### src/rtl/core/dcts_pkg.sv
`default_nettype none
// ----------------------------------------------------------------------------
// dcts_pkg
// Shared types, codes and character constants of the doc comment token scanner.
// ----------------------------------------------------------------------------
package dcts_pkg;

	localparam int COUNT_BITS_DEF = 16;
	localparam int DEPTH_BITS_DEF = 8;

	localparam int CP_BITS  = 21;
	localparam int OUT_BITS = 16;

	// token kind codes
	localparam logic [1:0] KIND_NONE    = 2'd0;
	localparam logic [1:0] KIND_TYPE    = 2'd1;
	localparam logic [1:0] KIND_EXAMPLE = 2'd2;

	// characters of interest
	localparam logic [CP_BITS-1:0] CHR_LBRACE = 21'h00007B;
	localparam logic [CP_BITS-1:0] CHR_RBRACE = 21'h00007D;
	localparam logic [CP_BITS-1:0] CHR_LF     = 21'h00000A;
	localparam logic [CP_BITS-1:0] CHR_CR     = 21'h00000D;
	localparam logic [CP_BITS-1:0] CHR_NUL    = 21'h000000;
	localparam logic [CP_BITS-1:0] CHR_AT     = 21'h000040;
	localparam logic [CP_BITS-1:0] CHR_TICK   = 21'h000060;
	localparam logic [CP_BITS-1:0] CHR_STAR   = 21'h00002A;
	localparam logic [CP_BITS-1:0] CHR_SLASH  = 21'h00002F;
	localparam logic [CP_BITS-1:0] CHR_TAB    = 21'h000009;
	localparam logic [CP_BITS-1:0] CHR_SPACE  = 21'h000020;

	typedef struct packed {
		logic [CP_BITS-1:0] ch;
		logic               at_end;
		logic               want_example;
		logic               want_type;
	} dcts_item_t;

	typedef struct packed {
		logic [1:0]          token_kind;
		logic [OUT_BITS-1:0] skip_count;
		logic [OUT_BITS-1:0] token_length;
	} dcts_result_t;

	typedef struct packed {
		logic       valid;
		dcts_item_t item;
	} dcts_item_slot_t;

	typedef struct packed {
		logic         valid;
		dcts_result_t result;
	} dcts_result_slot_t;

endpackage
`default_nettype wire

### src/rtl/core/dcts_if.sv
`default_nettype none
// ----------------------------------------------------------------------------
// dcts_item_if / dcts_result_if
// Valid/ready channels that carry one scanner item or one scanner result.
// ----------------------------------------------------------------------------
interface dcts_item_if;
	logic        valid;
	logic        ready;
	logic [20:0] ch;
	logic        at_end;
	logic        want_example;
	logic        want_type;

	modport source (output valid, output ch, output at_end, output want_example,
		output want_type, input ready);
	modport sink (input valid, input ch, input at_end, input want_example,
		input want_type, output ready);
endinterface

interface dcts_result_if;
	logic        valid;
	logic        ready;
	logic [1:0]  token_kind;
	logic [15:0] skip_count;
	logic [15:0] token_length;

	modport source (output valid, output token_kind, output skip_count,
		output token_length, input ready);
	modport sink (input valid, input token_kind, input skip_count,
		input token_length, output ready);
endinterface
`default_nettype wire

### src/rtl/core/dcts_in_reg.sv
`default_nettype none
// ----------------------------------------------------------------------------
// dcts_in_reg
// Input register: holds one accepted item until the scan step consumes it.
// ----------------------------------------------------------------------------
module dcts_in_reg (
	input  wire                        clk,
	input  wire                        arst_n,
	input  wire                        in_valid,
	output logic                       in_ready,
	input  wire dcts_pkg::dcts_item_t  in_item,
	input  wire                        consume,
	output dcts_pkg::dcts_item_slot_t  slot_s1
);
	import dcts_pkg::*;

	logic       valid_s1;
	dcts_item_t item_s1;

	assign in_ready = !valid_s1 || consume;
	assign slot_s1  = '{valid: valid_s1, item: item_s1};

	always_ff @(posedge clk or negedge arst_n) begin
		if (!arst_n) begin
			valid_s1 <= 1'b0;
		end else if (in_valid && in_ready) begin
			valid_s1 <= 1'b1;
		end else if (consume) begin
			valid_s1 <= 1'b0;
		end
	end

	always_ff @(posedge clk) begin
		if (in_valid && in_ready) begin
			item_s1 <= in_item;
		end
	end

endmodule
`default_nettype wire

### src/rtl/core/dcts_scan_core.sv
`default_nettype none
// ----------------------------------------------------------------------------
// dcts_scan_core
// Scan state and the per-character step; one character is resolved per cycle while the result register is free.
// ----------------------------------------------------------------------------
module dcts_scan_core #(
	parameter int COUNT_BITS = dcts_pkg::COUNT_BITS_DEF,
	parameter int DEPTH_BITS = dcts_pkg::DEPTH_BITS_DEF
) (
	input  wire                          clk,
	input  wire                          arst_n,
	input  wire dcts_pkg::dcts_item_slot_t slot_s1,
	input  wire                          out_free,
	output logic                         consume,
	output dcts_pkg::dcts_result_slot_t  res
);
	import dcts_pkg::*;

	typedef enum logic [3:0] {
		PH_IDLE     = 4'd0,
		PH_SKIP     = 4'd1,
		PH_SKIPSTAR = 4'd2,
		PH_BODY     = 4'd3,
		PH_BODYSTAR = 4'd4,
		PH_CR       = 4'd5,
		PH_PREFIX   = 4'd6,
		PH_PSTAR    = 4'd7,
		PH_TYPE     = 4'd8
	} phase_t;

	phase_t                phase_q;
	logic [DEPTH_BITS-1:0] depth_q;
	logic [COUNT_BITS-1:0] adv_q;
	logic [COUNT_BITS-1:0] mark_q;
	logic [COUNT_BITS-1:0] skip_q;
	logic                  content_q;
	logic                  type_ok_q;

	phase_t                ph;
	logic [DEPTH_BITS-1:0] dep;
	logic [COUNT_BITS-1:0] adv;
	logic [COUNT_BITS-1:0] mark;
	logic [COUNT_BITS-1:0] skip;
	logic                  cont;
	logic                  ty;
	logic                  live;
	logic                  concl;
	logic [1:0]            kind;

	logic e;
	logic is_sp, is_tab, is_lf, is_cr, is_star, is_slash, is_at, is_tick;
	logic is_lb, is_rb, is_nul;

	function automatic logic [COUNT_BITS-1:0] bump(input logic [COUNT_BITS-1:0] v);
		return (&v) ? v : v + COUNT_BITS'(1);
	endfunction

	function automatic logic [OUT_BITS-1:0] clip(input logic [COUNT_BITS-1:0] v);
		logic [COUNT_BITS+OUT_BITS-1:0] w;
		w = {{OUT_BITS{1'b0}}, v};
		return (w > (COUNT_BITS+OUT_BITS)'({OUT_BITS{1'b1}})) ? {OUT_BITS{1'b1}}
			: w[OUT_BITS-1:0];
	endfunction

	assign consume = slot_s1.valid && out_free;

	// character classes, all false at end of input
	assign e        = slot_s1.item.at_end;
	assign is_sp    = !e && slot_s1.item.ch == CHR_SPACE;
	assign is_tab   = !e && slot_s1.item.ch == CHR_TAB;
	assign is_lf    = !e && slot_s1.item.ch == CHR_LF;
	assign is_cr    = !e && slot_s1.item.ch == CHR_CR;
	assign is_star  = !e && slot_s1.item.ch == CHR_STAR;
	assign is_slash = !e && slot_s1.item.ch == CHR_SLASH;
	assign is_at    = !e && slot_s1.item.ch == CHR_AT;
	assign is_tick  = !e && slot_s1.item.ch == CHR_TICK;
	assign is_lb    = !e && slot_s1.item.ch == CHR_LBRACE;
	assign is_rb    = !e && slot_s1.item.ch == CHR_RBRACE;
	assign is_nul   = !e && slot_s1.item.ch == CHR_NUL;

	// phases are resolved in an order where every pass-through goes forward,
	// so one sweep settles the character
	always_comb begin
		ph    = phase_q;
		dep   = depth_q;
		adv   = adv_q;
		mark  = mark_q;
		skip  = skip_q;
		cont  = content_q;
		ty    = type_ok_q;
		live  = 1'b1;
		concl = 1'b0;
		kind  = KIND_NONE;

		if (ph == PH_IDLE) begin
			ty = slot_s1.item.want_type;
			if (slot_s1.item.want_example) begin
				ph = PH_SKIP;
			end else if (ty) begin
				ph = PH_TYPE;
			end else begin
				concl = 1'b1;
				live  = 1'b0;
			end
		end

		if (live && ph == PH_SKIPSTAR) begin
			if (is_slash) begin
				if (ty) begin
					ph = PH_TYPE;
				end else begin
					concl = 1'b1;
					live  = 1'b0;
				end
			end else begin
				ph = PH_SKIP;
			end
		end

		if (live && ph == PH_SKIP) begin
			if (e || is_at || is_tick) begin
				if (ty) begin
					ph = PH_TYPE;
				end else begin
					concl = 1'b1;
					live  = 1'b0;
				end
			end else if (is_sp || is_tab || is_lf || is_cr) begin
				skip = bump(skip);
				live = 1'b0;
			end else if (is_star) begin
				skip = bump(skip);
				ph   = PH_SKIPSTAR;
				live = 1'b0;
			end else begin
				adv  = bump(adv);
				mark = adv;
				cont = 1'b1;
				ph   = PH_BODY;
				live = 1'b0;
			end
		end

		if (live && ph == PH_BODYSTAR) begin
			if (is_slash) begin
				if (cont) begin
					kind  = KIND_EXAMPLE;
					concl = 1'b1;
					live  = 1'b0;
				end else if (ty) begin
					ph = PH_TYPE;
				end else begin
					concl = 1'b1;
					live  = 1'b0;
				end
			end else begin
				mark = adv;
				cont = 1'b1;
				ph   = PH_BODY;
			end
		end

		if (live && ph == PH_CR) begin
			if (is_lf) begin
				adv  = bump(adv);
				live = 1'b0;
			end
			ph = PH_PREFIX;
		end

		if (live && ph == PH_PSTAR) begin
			if (is_slash) begin
				if (cont) begin
					kind  = KIND_EXAMPLE;
					concl = 1'b1;
					live  = 1'b0;
				end else if (ty) begin
					ph = PH_TYPE;
				end else begin
					concl = 1'b1;
					live  = 1'b0;
				end
			end else begin
				ph = PH_PREFIX;
			end
		end

		if (live && ph == PH_PREFIX) begin
			if (is_sp || is_tab) begin
				adv  = bump(adv);
				live = 1'b0;
			end else if (is_star) begin
				adv  = bump(adv);
				ph   = PH_PSTAR;
				live = 1'b0;
			end else if (e || is_at) begin
				if (cont) begin
					kind  = KIND_EXAMPLE;
					concl = 1'b1;
					live  = 1'b0;
				end else if (ty) begin
					ph = PH_TYPE;
				end else begin
					concl = 1'b1;
					live  = 1'b0;
				end
			end else begin
				ph = PH_BODY;
			end
		end

		if (live && ph == PH_BODY) begin
			if (e) begin
				if (cont) begin
					kind  = KIND_EXAMPLE;
					concl = 1'b1;
					live  = 1'b0;
				end else if (ty) begin
					ph = PH_TYPE;
				end else begin
					concl = 1'b1;
					live  = 1'b0;
				end
			end else begin
				adv  = bump(adv);
				live = 1'b0;
				if (is_star) begin
					ph = PH_BODYSTAR;
				end else if (is_lf) begin
					ph = PH_PREFIX;
				end else if (is_cr) begin
					ph = PH_CR;
				end else begin
					mark = adv;
					cont = 1'b1;
				end
			end
		end

		if (live && ph == PH_TYPE) begin
			live = 1'b0;
			if (e || is_lf || is_nul) begin
				concl = 1'b1;
			end else if (is_lb && (&dep)) begin
				concl = 1'b1;
			end else if (is_rb && dep == '0) begin
				kind  = KIND_TYPE;
				concl = 1'b1;
			end else begin
				if (is_lb) begin
					dep = dep + DEPTH_BITS'(1);
				end else if (is_rb) begin
					dep = dep - DEPTH_BITS'(1);
				end
				adv = bump(adv);
			end
		end

		// unused phase codes conclude with no token
		if (live) begin
			concl = 1'b1;
			kind  = KIND_NONE;
		end
	end

	always_comb begin
		res.valid               = consume && concl;
		res.result.token_kind   = kind;
		res.result.skip_count   = '0;
		res.result.token_length = '0;
		case (kind)
			KIND_EXAMPLE: begin
				res.result.skip_count   = clip(skip);
				res.result.token_length = clip(mark);
			end
			KIND_TYPE: begin
				res.result.skip_count   = clip(skip);
				res.result.token_length = clip(adv);
			end
			default: begin
				res.result.skip_count   = '0;
				res.result.token_length = '0;
			end
		endcase
	end

	always_ff @(posedge clk or negedge arst_n) begin
		if (!arst_n) begin
			phase_q   <= PH_IDLE;
			depth_q   <= '0;
			adv_q     <= '0;
			mark_q    <= '0;
			skip_q    <= '0;
			content_q <= 1'b0;
			type_ok_q <= 1'b0;
		end else if (consume) begin
			if (concl) begin
				phase_q   <= PH_IDLE;
				depth_q   <= '0;
				adv_q     <= '0;
				mark_q    <= '0;
				skip_q    <= '0;
				content_q <= 1'b0;
				type_ok_q <= 1'b0;
			end else begin
				phase_q   <= ph;
				depth_q   <= dep;
				adv_q     <= adv;
				mark_q    <= mark;
				skip_q    <= skip;
				content_q <= cont;
				type_ok_q <= ty;
			end
		end
	end

`ifndef SYNTH
	a_idle_after_result: assert property (@(posedge clk) disable iff (!arst_n)
		res.valid |=> phase_q == PH_IDLE)
		else $error("scan state not cleared after a result");

	a_depth_only_in_type: assert property (@(posedge clk) disable iff (!arst_n)
		depth_q != '0 |-> phase_q == PH_TYPE)
		else $error("brace depth outside the type scan");

	a_mark_behind_advance: assert property (@(posedge clk) disable iff (!arst_n)
		mark_q <= adv_q)
		else $error("marked end beyond advance count");

	a_body_has_content: assert property (@(posedge clk) disable iff (!arst_n)
		(phase_q == PH_BODY || phase_q == PH_BODYSTAR || phase_q == PH_CR ||
		 phase_q == PH_PREFIX || phase_q == PH_PSTAR) |-> content_q)
		else $error("body phase without content");

	a_no_step_without_item: assert property (@(posedge clk) disable iff (!arst_n)
		!slot_s1.valid |=> $stable(phase_q))
		else $error("scan state moved without an item");
`endif

endmodule
`default_nettype wire

### src/rtl/core/dcts_out_reg.sv
`default_nettype none
// ----------------------------------------------------------------------------
// dcts_out_reg
// Result register: holds one result until the consumer takes it.
// ----------------------------------------------------------------------------
module dcts_out_reg (
	input  wire                              clk,
	input  wire                              arst_n,
	input  wire dcts_pkg::dcts_result_slot_t res,
	output logic                             out_free,
	output logic                             out_valid,
	input  wire                              out_ready,
	output dcts_pkg::dcts_result_t           out_result
);
	import dcts_pkg::*;

	logic         valid_q;
	dcts_result_t result_q;

	assign out_free   = !valid_q || out_ready;
	assign out_valid  = valid_q;
	assign out_result = result_q;

	always_ff @(posedge clk or negedge arst_n) begin
		if (!arst_n) begin
			valid_q <= 1'b0;
		end else if (out_free) begin
			valid_q <= res.valid;
		end
	end

	always_ff @(posedge clk) begin
		if (out_free && res.valid) begin
			result_q <= res.result;
		end
	end

endmodule
`default_nettype wire

### src/rtl/core/doc_comment_token_scanner.sv
`default_nettype none
// ----------------------------------------------------------------------------
// doc_comment_token_scanner
// Scans a doc comment one code point per transaction and reports one token.
// ----------------------------------------------------------------------------
//  channel  dir  payload                                     accepted when
//  item     in   ch, at_end, want_example, want_type         valid && ready
//  result   out  token_kind, skip_count, token_length        valid && ready
//
//  one item per cycle sustained while the result register is free; an item is
//  resolved while it sits in the input register, and its result (if any) is
//  written to the result register when the item is consumed
//  the scan state updates as each item is consumed, which sets the one-item rate
//  arst_n clears the scan state and both valid flags; payload registers hold
//  a stalled result holds the result register; the input register then fills
//  and item.ready drops until the result is taken
// ----------------------------------------------------------------------------
module doc_comment_token_scanner #(
	parameter int COUNT_BITS = dcts_pkg::COUNT_BITS_DEF,
	parameter int DEPTH_BITS = dcts_pkg::DEPTH_BITS_DEF
) (
	input wire            clk,
	input wire            arst_n,
	dcts_item_if.sink     item,
	dcts_result_if.source result
);
	import dcts_pkg::*;

	dcts_item_t        in_item;
	dcts_item_slot_t   slot_s1;
	dcts_result_slot_t res;
	dcts_result_t      out_result;
	logic              consume;
	logic              out_free;

	// pack the incoming transaction
	assign in_item = '{ch: item.ch, at_end: item.at_end,
		want_example: item.want_example, want_type: item.want_type};

	dcts_in_reg u_in_reg (
		.clk      (clk),
		.arst_n   (arst_n),
		.in_valid (item.valid),
		.in_ready (item.ready),
		.in_item  (in_item),
		.consume  (consume),
		.slot_s1  (slot_s1)
	);

	// character step and scan state
	dcts_scan_core #(
		.COUNT_BITS (COUNT_BITS),
		.DEPTH_BITS (DEPTH_BITS)
	) u_scan_core (
		.clk      (clk),
		.arst_n   (arst_n),
		.slot_s1  (slot_s1),
		.out_free (out_free),
		.consume  (consume),
		.res      (res)
	);

	dcts_out_reg u_out_reg (
		.clk        (clk),
		.arst_n     (arst_n),
		.res        (res),
		.out_free   (out_free),
		.out_valid  (result.valid),
		.out_ready  (result.ready),
		.out_result (out_result)
	);

	// unpack the outgoing transaction
	assign result.token_kind   = out_result.token_kind;
	assign result.skip_count   = out_result.skip_count;
	assign result.token_length = out_result.token_length;

endmodule
`default_nettype wire
### src/flat_wrapper.sv
// flat-port wrapper written by rule: the top's interface ports become plain ports
module doc_comment_token_scanner_flat import dcts_pkg::*;
#(
	parameter int COUNT_BITS = dcts_pkg::COUNT_BITS_DEF,
	parameter int DEPTH_BITS = dcts_pkg::DEPTH_BITS_DEF
)
  (clk, arst_n, item_valid, item_ch, item_at_end, item_want_example, item_want_type, item_ready, result_valid, result_token_kind, result_skip_count, result_token_length, result_ready);
  dcts_item_if item_i ();
  dcts_result_if result_i ();
  input wire clk;
  input wire arst_n;
  input wire logic [$bits(item_i.valid)-1:0] item_valid;
  input wire logic [$bits(item_i.ch)-1:0] item_ch;
  input wire logic [$bits(item_i.at_end)-1:0] item_at_end;
  input wire logic [$bits(item_i.want_example)-1:0] item_want_example;
  input wire logic [$bits(item_i.want_type)-1:0] item_want_type;
  output wire logic [$bits(item_i.ready)-1:0] item_ready;
  output wire logic [$bits(result_i.valid)-1:0] result_valid;
  output wire logic [$bits(result_i.token_kind)-1:0] result_token_kind;
  output wire logic [$bits(result_i.skip_count)-1:0] result_skip_count;
  output wire logic [$bits(result_i.token_length)-1:0] result_token_length;
  input wire logic [$bits(result_i.ready)-1:0] result_ready;
  assign item_i.valid = item_valid;
  assign item_i.ch = item_ch;
  assign item_i.at_end = item_at_end;
  assign item_i.want_example = item_want_example;
  assign item_i.want_type = item_want_type;
  assign item_ready = item_i.ready;
  assign result_valid = result_i.valid;
  assign result_token_kind = result_i.token_kind;
  assign result_skip_count = result_i.skip_count;
  assign result_token_length = result_i.token_length;
  assign result_i.ready = result_ready;
  doc_comment_token_scanner #(.COUNT_BITS(COUNT_BITS), .DEPTH_BITS(DEPTH_BITS)) u_core (.clk(clk), .arst_n(arst_n), .item(item_i), .result(result_i));
endmodule
### config.mk
export PLATFORM = sky130hd
export DESIGN_NAME = doc_comment_token_scanner_flat
export DESIGN_NICKNAME = d
export VERILOG_FILES = /design/src/rtl/core/dcts_pkg.sv /design/src/rtl/core/dcts_if.sv /design/src/rtl/core/dcts_in_reg.sv /design/src/rtl/core/dcts_scan_core.sv /design/src/rtl/core/dcts_out_reg.sv /design/src/rtl/core/doc_comment_token_scanner.sv /design/src/flat_wrapper.sv
export SDC_FILE = /design/constraint.sdc
export NUM_CORES = 1
export LEC_CHECK = 0
export ABC_AREA = 1
export BUFFER_PORTS_ARGS = -buffer_cell sky130_fd_sc_hd__buf_2
export CAP_MARGIN = 0
export CELL_PAD_IN_SITES_DETAIL_PLACEMENT = 0
export CELL_PAD_IN_SITES_GLOBAL_PLACEMENT = 1
export CORE_AREA = 2 2 117 233
export CTS_BUF_LIST = sky130_fd_sc_hd__clkbuf_16
export DETAILED_ROUTE_END_ITERATION = 10
export DIE_AREA = 0 0 119 235
export HOLD_SLACK_MARGIN = 0.15
export PLACE_DENSITY = 0.76
export SLEW_MARGIN = 5
export SYNTH_ARGS = -nofsm -noshare
export SYNTH_HDL_FRONTEND = slang
export SYNTH_HIERARCHICAL = 1
export SYNTH_SLANG_ARGS = --single-unit
### constraint.sdc
create_clock -name clk -period 16.5 [get_ports clk]
set_input_delay 4.95 -clock clk [delete_from_list [all_inputs] [get_ports clk]]
set_output_delay 4.95 -clock clk [all_outputs]
set_load 0.02 [all_outputs]
# Word-level counts from Yosys, hierarchy flattened
# Index checks and enable logic that the tools add are counted.
word_totals:
  ff_bits: 122
  latchBits: 0
  ram_bits: 0
  mem_bits_ro: 0
  out_inout_bits: 36
  wordCells: 276
  memories: 0
op_classes:
  n_addsub: 8
  mul: 0
  n_div: 0
  order_cmp: 0
  eq_ne: 23
  shifts: 0
  muxes: 178
  bitwise: 0
  n_reduce_logical: 51
op_table:
  columns: ["op", "count"]
  rows:
  - ["$mux W16", 39]
  - ["$mux W4", 33]
  - ["$add A16 B1 Y16 const B", 6]
  - ["$reduce_and A16 Y1", 6]
  - ["$eq A21 B7 Y1 const B", 4]
  - ["$mux W1", 79]
  - ["$pmux W32 S2", 1]
  - ["$eq A21 B4 Y1 const B", 3]
  - ["$eq A21 B6 Y1 const B", 3]
  - ["$mux W8", 7]
  - ["$mux W2", 19]
  - ["$logic_and A1 B1 Y1", 25]
  - ["$logic_not A21 Y1", 1]
  - ["$eq A4 B3 Y1 const B", 4]
  - ["$logic_or A1 B1 Y1", 9]
  - ["$add A8 B1 Y8 const B", 1]
  - ["$eq A4 B2 Y1 const B", 2]
  - ["$logic_not A8 Y1", 1]
  - ["$reduce_and A8 Y1", 1]
  - ["$sub A8 B1 Y8 const B", 1]
  - ["$ne A2 B2 Y1 const B", 3]
  - ["$reduce_and A6 Y1", 1]
  - ["$eq A4 B1 Y1 const B", 1]
  - ["$eq A4 B4 Y1 const B", 1]
  - ["6 further kinds", 9]

# Logic depth before layout (Yosys ltp)
logic_depth:
  ltp_word: 37
  mapped_depth: 54

# By module
# Netlist, hierarchy kept.
modules_own_cells:
  columns: ["module", "instances", "cells_each", "area_per_inst_um2"]
  rows:
  - ["dcts_scan_core", 1, 1478, 8549.4]
  - ["dcts_out_reg", 1, 40, 1066.0]
  - ["dcts_in_reg", 1, 31, 773.2]

# Least setup slack after synthesis
# No wires, ideal clock.
synth_timing:
  path_kind: "input -> output"
  start: "in result_ready"
  end: "out item_ready"
  arrival_ns: 5.864
  t_required_ns: 11.550
  path_slack_ns: 5.686
  path_stages: 7
  cell_sequence: "inv_1 -> nand2_1 -> nand2_1 -> inv_1 -> clkbuf_1 -> inv_1 -> nand2_1"
synth_between:
  elab_chain_cells: 3
synth_lines:
  columns: ["item", "line", "text"]
  rows:
  - ["from (decl)", "flat_wrapper.sv:22", "input wire logic [$bits(result_i.ready)-1:0] result_ready;"]
  - ["$logic_or A1 B1 Y1", "dcts_out_reg.sv:20", "assign out_free = !valid_q || out_ready;"]
  - ["named net u_core.out_free", "doc_comment_token_scanner.sv:34", "logic out_free;"]
  - ["$logic_and A1 B1 Y1", "dcts_scan_core.sv:65", "assign consume = slot_s1.valid && out_free;"]
  - ["named net u_core.consume", "doc_comment_token_scanner.sv:33", "logic consume;"]
  - ["$logic_or A1 B1 Y1", "dcts_in_reg.sv:20", "assign in_ready = !valid_s1 || consume;"]
  - ["to (decl)", "flat_wrapper.sv:17", "output wire logic [$bits(item_i.ready)-1:0] item_ready;"]
# The timed path passes the listed nets, and every way through them passes these cells.

# Worst setup path after layout
# Ends and elaborated chain as after synthesis.

==> results.md <==
- IO Pins: 64
- Root Driver: clkbuf_16
- Status: complete, no violations
- Share of layout cells above drive strength 1: 0.157
- Post-CTS sizing: 0
- Synth area leader: edfxtp_1
- Setup Viol. Count Final: 0
- DR pass1 iterations: 5
- Via count: 10600
- Cts hold-fix bufs: 0
- Crit path DAT: 7450 ps
- Syn Nets: 1592
- Clock buffer depth: 2
- Sequential fraction of the synthesis area: 0.322
- Max Cap Viol: 0
- HPWL after DPL: 30.0 mm
- Critical hold path startpoint: u_core/u_scan_core/mark_q[14]
- Chip Height: 235 um
- Most used routing layer: met2
- Sink Count: 122
- Drt wl/cell: 19.1 um
- Number of synthesized flops with an enable pin: 58
- Number of library cell types mapped by synthesis: 54
- Mapped Area: 10400 sq um
- Switch share: 0.509
- Post-synth top area share: 0.168
- Achievable Freq: 0.0807 GHz
- Fin. max-slew vios: 0
- Most instantiated cells after synthesis: 419 x nand2_1, 180 x inv_1, 157 x nand3_1
- Logic pwr share: 0.533
- Final Cycle Share: 0.751
- Fin area: 11600 sq um
- Min Tclk post-route: 12400 ps
- Reg2Reg Depth: 51
- Unrepaired setup endpoints after global routing: no
- Clock transition at the registers of the reported paths: 60 ps
- Int Pwr: 0.869 mW
- TritonCTS clock tree: built
- Seq cells post-synth: 122
- Switching pwr: 0.900 mW
- Clk_skew: 9.65 ps
- First-pass GRT wire length: 57.8 mm
- Worst slew pin tran: 1170 ps
- Die ar.: 28000 sq um
- Hold Path Class: flop to flop
- Pwr Density: 153 nW/um^2
- Final core utilization: 0.442
- Clk Latency, worst-skew pair: 430 ps
- Number of global-route vias before repair: 10800
- Grt met3 use: 0.0306
- Yosys warns: 6
- Initial core utilization: 0.397
- Critical Path RT: 11550 ps
- Core ar.: 26200 sq um
- Diode count: 0
- Post-route setup TNS: 0 ps
- GPL Wtd Cong: 0.957
- Avg Synthesized Cell Area: 6.71 sq um
- Hold WS: 489 ps
- Leakage power total: 5.28 nW
- Antenna violations before repair: 0
- Met2 usage: 0.526
- Num CTS Buffers: 17
- Relative slew slack: 0.220
- Worst reg2reg path endpoint: u_core/u_out_reg/out_result[2]
- Final Hold Viols: 0
- Critical Path Fanout Max: 33
- Fin nets: 1637
- CP Capture Type: output pin
- Largest net degree at the start of global routing: 65
- Total GRT Usage: 0.270
- Setup CP Type: input port to output pin
- Port bufs: 63
- Area Overhead vs Synth: 11.4%
- H-tree depth: 4
- Overflow after GRT: 0
- DRC Markers: 0
- Clock network power share: 0.221
- Rows: 84
- Cell count after synthesis: 1549
- ANT nets after route: 0
- Async SR Flop Fraction: 0.525
- GRT met1 Usage: 0.240
- Hold Path Depth: 2
- Iter 0 DRT Violations: 551
- Die Width: 119 um
- Largest cells by area after synthesis: edfxtp_1 17%, dfrtp_1 15%, nand2_1 15%
- Setup Buffers After CTS: 0
- Sequential Power Share: 0.246
- R2r setup slk: 8480 ps
- Worst r2r src: u_core/u_scan_core/phase_q[1]
- Area post-placement: 11000 sq um
- Top-count cell post-synth: nand2_1
- Critical path startpoint category: input port
- Most common flop cell mapped by yosys: dfrtp_1
- DRT Wirelength: 37.3 mm
- DR vias/cell: 5.44
- VDD IR max: 0.128 mV
- Worst Hold Path EP: u_core/u_scan_core/mark_q[14]
## cells in the final DEF (no fill, tap or decap), drive strengths merged, types with 23 or more instances in the layout
master  count
buf        66
dfrtp      64
nand2     458
inv       221
a21oi      53
edfxtp     58
nor3       23
o21ai     108
nand3     180
nor2      184
nand4      57
xor2       23
## power by group through the flow
| stage | registers [mW] | logic [mW] | clock network [mW] |
|---|---|---|---|
| floorplan | 0.484 | 0.587 | 0 |
| global placement | 0.439 | 0.925 | 0 |
| detailed placement | 0.440 | 0.932 | 0 |
| CTS | 0.435 | 0.934 | 0.400 |
| global route | 0.441 | 1.03 | 0.411 |
| finish | 0.435 | 0.943 | 0.392 |
## cell families (layout without fill, tap and decap cells)
group	Yosys count	count (layout)	share of synthesized area
muxes	1	1	0.000964
and+or+nand+nor	914	914	0.420
adders and majority gates	15	15	0.0188
AOI/OAI and AO/OA	214	214	0.118
buffers and inverters	257	315	0.0992
xor gates and xnor gates	26	26	0.0219
DFF	122	122	0.322
## registers in the layout, indices dropped and copies added, names as in the netlist
register                      cells
u_core/u_in_reg/valid_s1          1
u_core/u_scan_core/phase_q        4
u_core/u_scan_core/mark_q        16
u_core/u_scan_core/adv_q         16
u_core/u_out_reg/out_result      34
u_core/u_scan_core/depth_q        8
u_core/u_in_reg/slot_s1          24
u_core/u_scan_core/type_ok_q      1
u_core/u_scan_core/skip_q        16
u_core/u_scan_core/content_q      1
u_core/u_out_reg/out_valid        1
## per-stage QoR
step | power, mW | setup WS [ps] | cells
6_report | 1.77 | 4100 | 1951
5_1_grt | 1.88 | 3890 | 1951
2_1_floorplan | 1.07 | 5690 | 1549
3_5_place_dp | 1.37 | 4080 | 1919
4_1_cts | 1.77 | 4100 | 1951
3_3_place_gp | 1.36 | 4180 | 1919
## layout make-up
cell class	instances	area, sq um
Inverter	217	815
Fill cell	2820	14600
Sequential cell	122	3340
Timing Repair Buffer	66	338
Clock buffer	17	425
Multi-Input combinational cell	1170	6030
Clock inverter	15	191
Tap cell	344	430
## metal layers
layer / vias up / wire length [um]
li1: 5201 / -
met1: 4993 / 12300
met2: 280 / 20600
met3: 130 / 925
met4: 0 / 3410
met5: - / 0
## how the worst max path moves through the flow
stage	start	end	cells after the start
detailed placement	result_ready	item_ready	8
global placement	result_ready	item_ready	8
finish	result_ready	item_ready	8
CTS	result_ready	item_ready	8
floorplan	result_ready	item_ready	7
global route	result_ready	item_ready	8
## critical path: stages
cell and delay, ps:
buf_2 70, inv_1 60, nand2_1 70, nand2_1 620, inv_1 1160, inv_1 190, nand2_1 130, buf_2 170
Power figures use the tool's default switching activity.
